===== src/fppr_pkg.sv =====
// shared types and constants for the fifo page frame replacer
// no dependencies; imported by the interfaces, the frame cell and the top level
package fppr_pkg;

    localparam int FRAME_COUNT_DEF = 32;
    localparam int PID_W   = 16;
    localparam int PAGE_W  = 20;
    localparam int STAMP_W = 32;
    localparam int FAULT_W = 32;
    localparam int FIDX_W  = 5;
    localparam int FREED_W = 6;
    // frame numbers carried along the chain; covers the largest table of 256
    localparam int TIDX_W  = 8;

    localparam logic REQ_REF    = 1'b0;
    localparam logic REQ_REMOVE = 1'b1;

    localparam logic [FREED_W-1:0] FREED_SAT = '1;

    typedef enum logic [1:0] {
        ST_IDLE,
        ST_BUSY,
        ST_DONE
    } t_state;

    // search token that walks the cell chain, one cell per cycle
    typedef struct packed {
        logic               valid;
        logic               req_type;
        logic [PID_W-1:0]   pid;
        logic [PAGE_W-1:0]  page;
        logic               hit;
        logic [TIDX_W-1:0]  hit_idx;
        logic               have_free;
        logic [TIDX_W-1:0]  free_idx;
        logic               second_free;
        logic [STAMP_W-1:0] min_stamp;
        logic [TIDX_W-1:0]  min_idx;
        logic [FREED_W-1:0] freed;
    } t_token;

    // broadcast write of one frame at the end of a miss
    typedef struct packed {
        logic               en;
        logic [TIDX_W-1:0]  idx;
        logic [PID_W-1:0]   owner;
        logic [PAGE_W-1:0]  page;
        logic [STAMP_W-1:0] stamp;
    } t_fill;

    typedef struct packed {
        logic               hit;
        logic [FIDX_W-1:0]  frame_index;
        logic               replaced;
        logic               fault_counted;
        logic [FAULT_W-1:0] fault_total;
        logic [FREED_W-1:0] freed_count;
    } t_result;

endpackage


===== src/fppr_cell.sv =====
// one page frame: owner, page and stamp, plus one stage of the search token
// depends on fppr_pkg (t_token, t_fill)
module fppr_cell import fppr_pkg::*; #(
    parameter int CELL_IDX = 0
) (
    input  logic   i_clk,
    input  logic   i_rst_n,
    input  t_token i_tok,
    input  t_fill  i_fill,
    output t_token o_tok
);

    localparam logic [TIDX_W-1:0] MY_IDX = TIDX_W'(CELL_IDX);

    logic [PID_W-1:0]   r_owner, n_owner;
    logic [PAGE_W-1:0]  r_page,  n_page;
    logic [STAMP_W-1:0] r_stamp, n_stamp;
    t_token             r_tok,   n_tok;

    always_comb begin
        n_owner = r_owner;
        n_page  = r_page;
        n_stamp = r_stamp;
        n_tok   = i_tok;

        if (i_fill.en && i_fill.idx == MY_IDX) begin
            n_owner = i_fill.owner;
            n_page  = i_fill.page;
            n_stamp = i_fill.stamp;
        end

        if (i_tok.valid) begin
            if (i_tok.req_type == REQ_REMOVE) begin
                if (r_owner == i_tok.pid) begin
                    n_owner = '0;
                    n_page  = '0;
                    n_stamp = '0;
                    if (i_tok.freed != FREED_SAT) begin
                        n_tok.freed = i_tok.freed + 1'b1;
                    end
                end
            end else begin
                // first match wins
                if (!i_tok.hit && r_owner == i_tok.pid && r_page == i_tok.page) begin
                    n_tok.hit     = 1'b1;
                    n_tok.hit_idx = MY_IDX;
                end
                if (r_stamp == '0) begin
                    if (!i_tok.have_free) begin
                        n_tok.have_free = 1'b1;
                        n_tok.free_idx  = MY_IDX;
                    end else begin
                        n_tok.second_free = 1'b1;
                    end
                end
                // strict compare keeps the lowest index on ties
                if (r_stamp < i_tok.min_stamp) begin
                    n_tok.min_stamp = r_stamp;
                    n_tok.min_idx   = MY_IDX;
                end
            end
        end
    end

    always_ff @(posedge i_clk) begin
        if (!i_rst_n) begin
            r_owner <= '0;
            r_page  <= '0;
            r_stamp <= '0;
            r_tok   <= '0;
        end else begin
            r_owner <= n_owner;
            r_page  <= n_page;
            r_stamp <= n_stamp;
            r_tok   <= n_tok;
        end
    end

    assign o_tok = r_tok;

endmodule

===== config.mk =====
export PLATFORM = sky130hd
export DESIGN_NAME = fppr_cell
export DESIGN_NICKNAME = d
export VERILOG_FILES = /design/src/fppr_pkg.sv /design/src/fppr_cell.sv
export SDC_FILE = /design/constraint.sdc
export NUM_CORES = 1
export LEC_CHECK = 0
export BUFFER_PORTS_ARGS = -buffer_cell sky130_fd_sc_hd__clkbuf_2
export CORE_UTILIZATION = 45
export CTS_BUF_LIST = sky130_fd_sc_hd__clkbuf_4 sky130_fd_sc_hd__clkbuf_8
export CTS_CLUSTER_SIZE = 16
export DETAILED_ROUTE_END_ITERATION = 10
export GPL_TIMING_DRIVEN = 0
export HOLD_SLACK_MARGIN = 0.02
export PLACE_DENSITY = 0.76
export SLEW_MARGIN = 20
export SYNTH_ARGS = -nofsm -noshare
export SYNTH_HDL_FRONTEND = slang
export SYNTH_SLANG_ARGS = --single-unit
export TNS_END_PERCENT = 10

===== constraint.sdc =====
create_clock -name i_clk -period 2 [get_ports i_clk]
set_clock_uncertainty 0.15 [all_clocks]
set_input_delay 0.2 -clock i_clk [delete_from_list [all_inputs] [get_ports i_clk]]
set_output_delay 0.2 -clock i_clk [all_outputs]
set_load 0.03 [all_outputs]

# Yosys cells after proc, flatten, opt, wreduce, memory -nomap -nowiden
# Cells that the tools add are included.
# Widths: inputs -> output; s select.
[word_totals]
ff_bits = 171
in_bits = 182
[op_classes]
addsub = 1
order_cmp = 1
n_eq_ne = 3
mux = 22
n_reduce_logical = 6
[op_table]
columns = ["cell", "count"]
rows = [
  ["$mux 32", 4],
  ["$mux 20", 4],
  ["$mux 65", 1],
  ["$mux 16", 4],
  ["$mux 59", 1],
  ["$mux 40", 1],
  ["$logic_not 32->1", 1],
  ["$lt 32x32->1", 1],
  ["$eq 20x20->1", 1],
  ["$mux 6", 3],
  ["$eq 16x16->1", 1],
  ["$mux 10", 1],
  ["$mux 9", 1],
  ["$logic_not 8->1", 1],
  ["$mux 8", 1],
  ["$add 6x1->6 const B", 1],
  ["$ne 6x6->1 const B", 1],
  ["$logic_and 1x1->1", 3],
  ["$logic_not 1->1", 1],
  ["$mux 1", 1],
]

# Logic depth before layout (Yosys ltp)
# Gate-level depths: netlist (run 1).
[logic_depth]
ltp_word = 6
ltp_mapped = 9

# Worst setup path before layout (run 1)
# Ideal clock, no wire load.
[synth_timing]
path_type = "flip-flop to flip-flop"
startpoint = "reg r_stamp[17]"
endpoint = "reg r_tok (netlist bit o_tok[13])"
setup_ns = 0.115
t_arrival_ns = 1.823
t_required_ns = 1.735
slack_ns = -0.088
path_stages_with_launch = 9
synth_period_minus_slack_ns = 2.088
path_cell_list = "dfxtp_1 ha_1 a21o_1 a221o_1 nand2_1 o2111ai_1 a21oi_2 buf_6 and3b_1"
[synth_via]
elab_chain_len = 4
[synth_rtl]
columns = ["item", "line", "rtl"]
rows = [
  ["start: declaration", "fppr_cell.sv:17", "logic [STAMP_W-1:0] r_stamp, n_stamp;"],
  ["start signal: assignment", "fppr_cell.sv:74", "r_stamp <= n_stamp;"],
  ["$lt 32x32->1", "fppr_cell.sv:57", "if (r_stamp < i_tok.min_stamp) begin"],
  ["$mux 40", "fppr_cell.sv:57", ""],
  ["$mux 59", "fppr_cell.sv:33", "if (i_tok.req_type == REQ_REMOVE) begin"],
  ["$mux 65", "fppr_cell.sv:32", "if (i_tok.valid) begin"],
  ["end signal: assignment", "fppr_cell.sv:75", "r_tok <= n_tok;"],
  ["end: declaration", "fppr_cell.sv:18", "t_token r_tok, n_tok;"],
]
# Every way passes these cells.
# A chain may end at the register's enable or synchronous reset.

# Final worst setup path (run 1)
[layout_timing]
startpoint = "reg r_stamp[25]"
endpoint = "reg r_tok (netlist bit o_tok[34])"
# The elaborated chain is that of the path after synthesis.

==> results.ini, run 1 <==
[pwr]
p_leak_nw=5.116
total_power_w=0.007369
max-vdd-ir-drop_mv=0.5124
power_density_nw_per_um2=660.1

[grt]
grt_pass1_vias=7786
grt_overflow_total=0
grt_max_degree=17
use_met1_pct=33.04
grtUsageMet3_pct=6.453
globalRoute.busiestLayer=met2
use_met2_pct=55.20
grt_use_total_pct=30.88
antenna_found_initial=1
grt_pass1_wl_um=38140

[placed_design]
dp_cells=1260
gp_congestion=0.8522
place_area_um2=8761
port_buffers=284
hpwl_um=15580

[run_status]
violations=setup timing
outcome=complete, but fails checks

[cts]
numCtsBuffers=17
cts_tree=built
cts-root-buf=clkbuf_8
clk_path_buf_depth=2
clkSinkCount=171
clk_pin_slew_ns=0.09
htree_levels=4
clock_latency_ns=0.46

[cells_and_area]
fillers=1035
instances_no_fill=1469
area_delta_synth_final_pct=59.28
layout-drive-gt1-share_pct=30.23
finalInstanceArea_um2=11160
layout_commonest_cell=clkbuf_2
nets=1481
final_cell_mix=284 x clkbuf_2, 211 x nand2_1, 171 x dlygate4sd3_1

[synth]
syn_nets=1002
synth_ff_type=dfxtp_1
synth_edf_count=0
postSynth.asyncResetShare_pct=0
synth.distinct_cells=46
yosysWarnings=0
syn_inst=788
postSynthAreaPerCell_um2=8.895
syn-cell-area_um2=7009
ys_seq_area_share_pct=48.84
ys_ff_latch=171

[floorplanning]
ioPinCount=285
die_area_um2=16080
rows=45
core-area_um2=15200
die_h_um=126.8
dieWidth_um=126.8
initial_core_util_pct=46.11

[sta]
setup_tns_ns=-14.66
setup_viol=70
hold_violations=0
whs_ns=0.1452
min_period_over_period_pct=118.0
drv_slew=0
max_slew_margin_pct=57.26
tightest_slew_ns=0.6411
min_period_ns=2.360
fmax_ghz=0.4237
rsz0062_at_grt=true
fin_ws_ns=-0.3600

[critical_path]
critPathMaxStageDelay_ns=0.38
path_cells=ha_4 > nand4_1 > nor4_2 > nand4_1 > o2111ai_2 > a21oi_4 > buf_12 > buf_12 > mux2i_1
setup.worst_path.end_class=register
cp_slowest_cell=dfxtp_4
path_max_fanout=10
worstPathArrival_ns=2.59
required_ns=2.23
path_class=reg -> reg
worstSetupStartpointType=register

[route]
drt_first_pass_iters=5
drtAntennaViolNets=0
wire_per_inst_um=16.97
routed_wl_um=24920
drt_iter0_drc=486
viasPerCell=5.097
drc=0
num_vias=7487

[flow_run]
drv_cap=0

[min_path]
hp-class=in -> reg

==> cell families after synthesis <==
family,share of synthesized area [%]
mux,4.713
flops,48.84
compound gates,8.497
xor+xnor,4.623
simple gates,22.65
fa+ha+maj,5.712
buf+inv,4.962
==> sequential cells by signal (all words and copies together) (netlist names) <==
name / flops
o_tok: 103
r_stamp: 32
r_page: 20
r_owner: 16
==> Yosys cell counts, types with 2 or more instances <==
cell type  instances  area share, %
a21o_1             5           0.54
and3_1            12            1.1
nor2_1            14           0.75
o21ai_2            2           0.25
nor3b_2            7            1.2
buf_2              8           0.57
nand4_1           11           0.98
nor4_1            14            1.2
or4_1              2           0.21
and2_1            40            3.6
dfxtp_1          171             49
inv_1             41            2.2
ha_1              32            5.7
nor2b_1            2           0.18
nand2b_1           2           0.18
mux2i_1           33            4.7
a211oi_1           2           0.21
o21ai_0            4           0.29
xor2_1            23            2.9
xnor2_1           14            1.7
nor4_2             3           0.54
nand3_1            3           0.21
buf_6              4           0.64
o21a_1             2           0.21
o2111ai_1          2           0.25
clkbuf_1          26            1.4
nand2_1          211             11
and3b_1            2           0.25
a21oi_1           79            5.6
==> worst paths after layout <==
| kind | depth (start not counted) | endpoint | slack, ns | from |
|---|---|---|---|---|
| max | 9 | o_tok[34] | -0.36 | r_stamp[25] |
| min | 4 | r_stamp[25] | 0.15 | i_rst_n |
| max reg2reg | 9 | o_tok[34] | -0.36 | r_stamp[25] |
| min reg2reg | 2 | r_owner[15] | 0.32 | r_owner[15] |
==> worst max-delay path, delay by kind of cell (launching register included) <==
| kind | cells | cell delay (ns) |
|---|---|---|
| AND/OR/NAND/NOR | 3 | 0.66 |
| flip-flops | 1 | 0.38 |
| AO/OA/AOI/OAI | 2 | 0.31 |
| buffers and inverters | 2 | 0.31 |
| adder cells (fa/ha/maj) | 1 | 0.27 |
| multiplexers | 1 | 0.20 |
==> stage by stage <==
step | util [%] | setup WS (ns)
4_1_cts | 72.49 | -0.3030
5_1_grt | 73.44 | -0.4017
6_report | 73.44 | -0.3600
2_1_floorplan | - | -0.06409
3_5_place_dp | 57.63 | -0.5191
3_3_place_gp | 57.63 | -0.4975
==> layout make-up <==
class                      instances  area [µm²]  share of cell area [%]
sequential                       171        3443                   30.84
timing repair buffer             460        3201                   28.67
buffer                            39       241.5                   2.163
multi-input combinational        536        3468                   31.07
tap                              188       235.2                   2.107
antenna                            1       2.502                 0.02241
clock inverter                    13       166.4                   1.491
clock buffer                      19       249.0                   2.230
inverter                          42       157.7                   1.412
==> report_power, final <==
group,total [W],switching [W],internal (W)
Clock,0.00257,0.00130,0.00127
Sequential,0.00355,0.0000345,0.00351
Combinational,0.00125,0.000662,0.000587
==> per-layer routing <==
layer  up-vias  wire [µm]
met4         0       1377
li1       3569          -
met5         -          0
met1      3476       9442
met2       340      12620
met3       102       1480
==> repair_timing <==
action | CTS | global route
hold endpoints to repair | 171 | 0
cloned | 0 | 1
hold buffers | 171 | 0
resized for setup | 24 | 24
buffers inserted | 2 | 2
pin swaps | 5 | 14
endpoints found under the setup margin | 132 | 123
No activity file was read; power rests on OpenSTA's default activity.
==> inputs of run 2 (changes only) <==
--- a/config.mk
+++ b/config.mk
@@ -6,6 +6,7 @@
 export NUM_CORES = 1
 export LEC_CHECK = 0
 export BUFFER_PORTS_ARGS = -buffer_cell sky130_fd_sc_hd__clkbuf_2
+export CORE_MARGIN = 4
 export CORE_UTILIZATION = 45
 export CTS_BUF_LIST = sky130_fd_sc_hd__clkbuf_4 sky130_fd_sc_hd__clkbuf_8
 export CTS_CLUSTER_SIZE = 16
==> run 2 against run 1 <==
The flow still finishes with violations (setup timing). Critical path type unchanged. Sequential cell count stayed put. Clock power rose by 10%. Setup slack better by 0.043 ns. Critical endpoint is now o_tok[30]. Register-to-register slack improved by 0.04 ns. Count of clock-buffer cells in the layout grew 2. Sequential power barely moved. Final area increased by 0.65%. Core utilization rose by 0.20 points. Critical path depth fell by 1. Largest power group unchanged.
==> results.ini, run 2 (synthesis gave the netlist of run 1 again) <==
[run_status]
outcome=complete, but fails checks
violations=setup timing

[sta]
min_period_ns=2.317
rsz0062_at_grt=true
whs_ns=0.1570
setup_viol=58
max_slew_margin_pct=57.54
fin_ws_ns=-0.3167
fmax_ghz=0.4316
tightest_slew_ns=0.6316
min_period_over_period_pct=115.8
hold_violations=0
drv_slew=0

[floorplanning]
die_area_um2=17640
core-area_um2=15260
ioPinCount=285
dieWidth_um=132.8
initial_core_util_pct=45.94
die_h_um=132.8
rows=45

[cells_and_area]
layout-drive-gt1-share_pct=30.86
layout_commonest_cell=clkbuf_2
antennaDiodeCount=0
final_cell_mix=284 x clkbuf_2, 211 x nand2_1, 171 x dlygate4sd3_1
largest_reg_flops=103
nets=1482
area_delta_synth_final_pct=60.32

[route]
wire_per_inst_um=16.82
drt_first_pass_iters=6
routed_wl_um=25080
drt_iter0_drc=366
drc=0
num_vias=7452
viasPerCell=4.998
drtAntennaViolNets=0

[grt]
grt_pass1_wl_um=39250
grt_overflow_total=0
grt_max_degree=17
grt_pass1_vias=7855
grt_use_total_pct=27.98
antenna_found_initial=1

[cts]
clk_pin_slew_ns=0.09
htree_levels=4
numCtsBuffers=17
clkSinkCount=171
cts_tree=built
cts-root-buf=clkbuf_8
clock_latency_ns=0.47
clk_path_buf_depth=2

[pwr]
p_int_w=0.005651
seqPwrFrac_pct=46.6
power_density_nw_per_um2=677.5
switching_share_pct=25.77
p_sw_w=0.001962
clockPowerShare_pct=37.1
max-vdd-ir-drop_mv=0.6328
p_comb_share_pct=16.3
p_leak_nw=5.148

[min_path]
hp-class=in -> reg

[flow_run]
drv_cap=0

[placed_design]
gp_congestion=0.8917
hpwl_um=16380
port_buffers=284
dp_slack_ns=-0.5165

[critical_path]
path_max_fanout=10
worstSetupStartpointType=register
path_class=reg -> reg
setup.worst_path.end_class=register
worstPathArrival_ns=2.54
required_ns=2.23

[run 2: timing repair]
action                                  CTS  global route
setup buffers                             4             1
endpoints found under the setup margin  131           132
gates resized for setup                  25            33
hold endpoints to repair                171             0
pin swaps                                15             5
gates cloned                              1             0
hold buffers                            171             0
[run 2: routing by layer]
metal	vias to the layer above	track usage [%]	part of all wire, %	wire length [µm]
met2	337	50.90	52	13140
met1	3486	30.96	38	9485
met3	72	5.627	6.0	1497
met4	2	13.63	3.8	947
li1	3555	-	-	-
met5	-	0	0.064	16
[run 2: through the flow]
step | area (µm²) | TNS [ns] | std cells | power [W] | util [%]
after floorplan | 7104 | -0.6573 | 788 | 0.004123 | -
after CTS | 11100 | -13.15 | 1490 | 0.007590 | 72.78
after detailed placement | 8790 | -41.78 | 1283 | 0.004534 | 57.61
final | 11240 | -11.91 | 1491 | 0.007613 | 73.64
after global routing | 11240 | -20.60 | 1491 | 0.007881 | 73.64
after global placement | 8790 | -40.03 | 1283 | 0.004523 | 57.61
[run 2: worst max-delay path: stages, from the launching register on]
cell       delay, ns
dfxtp_2         0.35
ha_1            0.30
a21oi_2         0.12
o21ai_1         0.09
a221oi_2        0.30
o2111ai_2       0.19
a21oi_4         0.29
buf_12          0.19
mux2i_2         0.24
[run 2: path summary, 6_finish.rpt]
| check | from | to | slack [ns] | depth (start not counted) |
|---|---|---|---|---|
| hold reg to reg | r_owner[7] | r_owner[7] | 0.32 | 2 |
| hold / removal | i_fill[73] | r_stamp[20] | 0.16 | 5 |
| setup / recovery | r_stamp[9] | o_tok[30] | -0.32 | 8 |
| setup reg to reg | r_stamp[9] | o_tok[30] | -0.32 | 8 |
[run 2: power groups by stage]
stage               clock, W  combinational, W  sequential, W
finish               0.00283           0.00124        0.00354
detailed placement         0          0.000907        0.00363
global route         0.00300           0.00132        0.00356
floorplan                  0          0.000270        0.00385
CTS                  0.00285           0.00120        0.00355
global placement           0          0.000900        0.00362
[run 2: final cells by class]
class / instances / area [µm²]
buffer: 39 / 224.0
multi-input combinational: 536 / 3487
fill: 1049 / 4021
clock buffer: 21 / 270.3
timing repair buffer: 461 / 3189
tap: 211 / 264.0
sequential: 171 / 3455
clock inverter: 10 / 190.2
inverter: 42 / 157.7
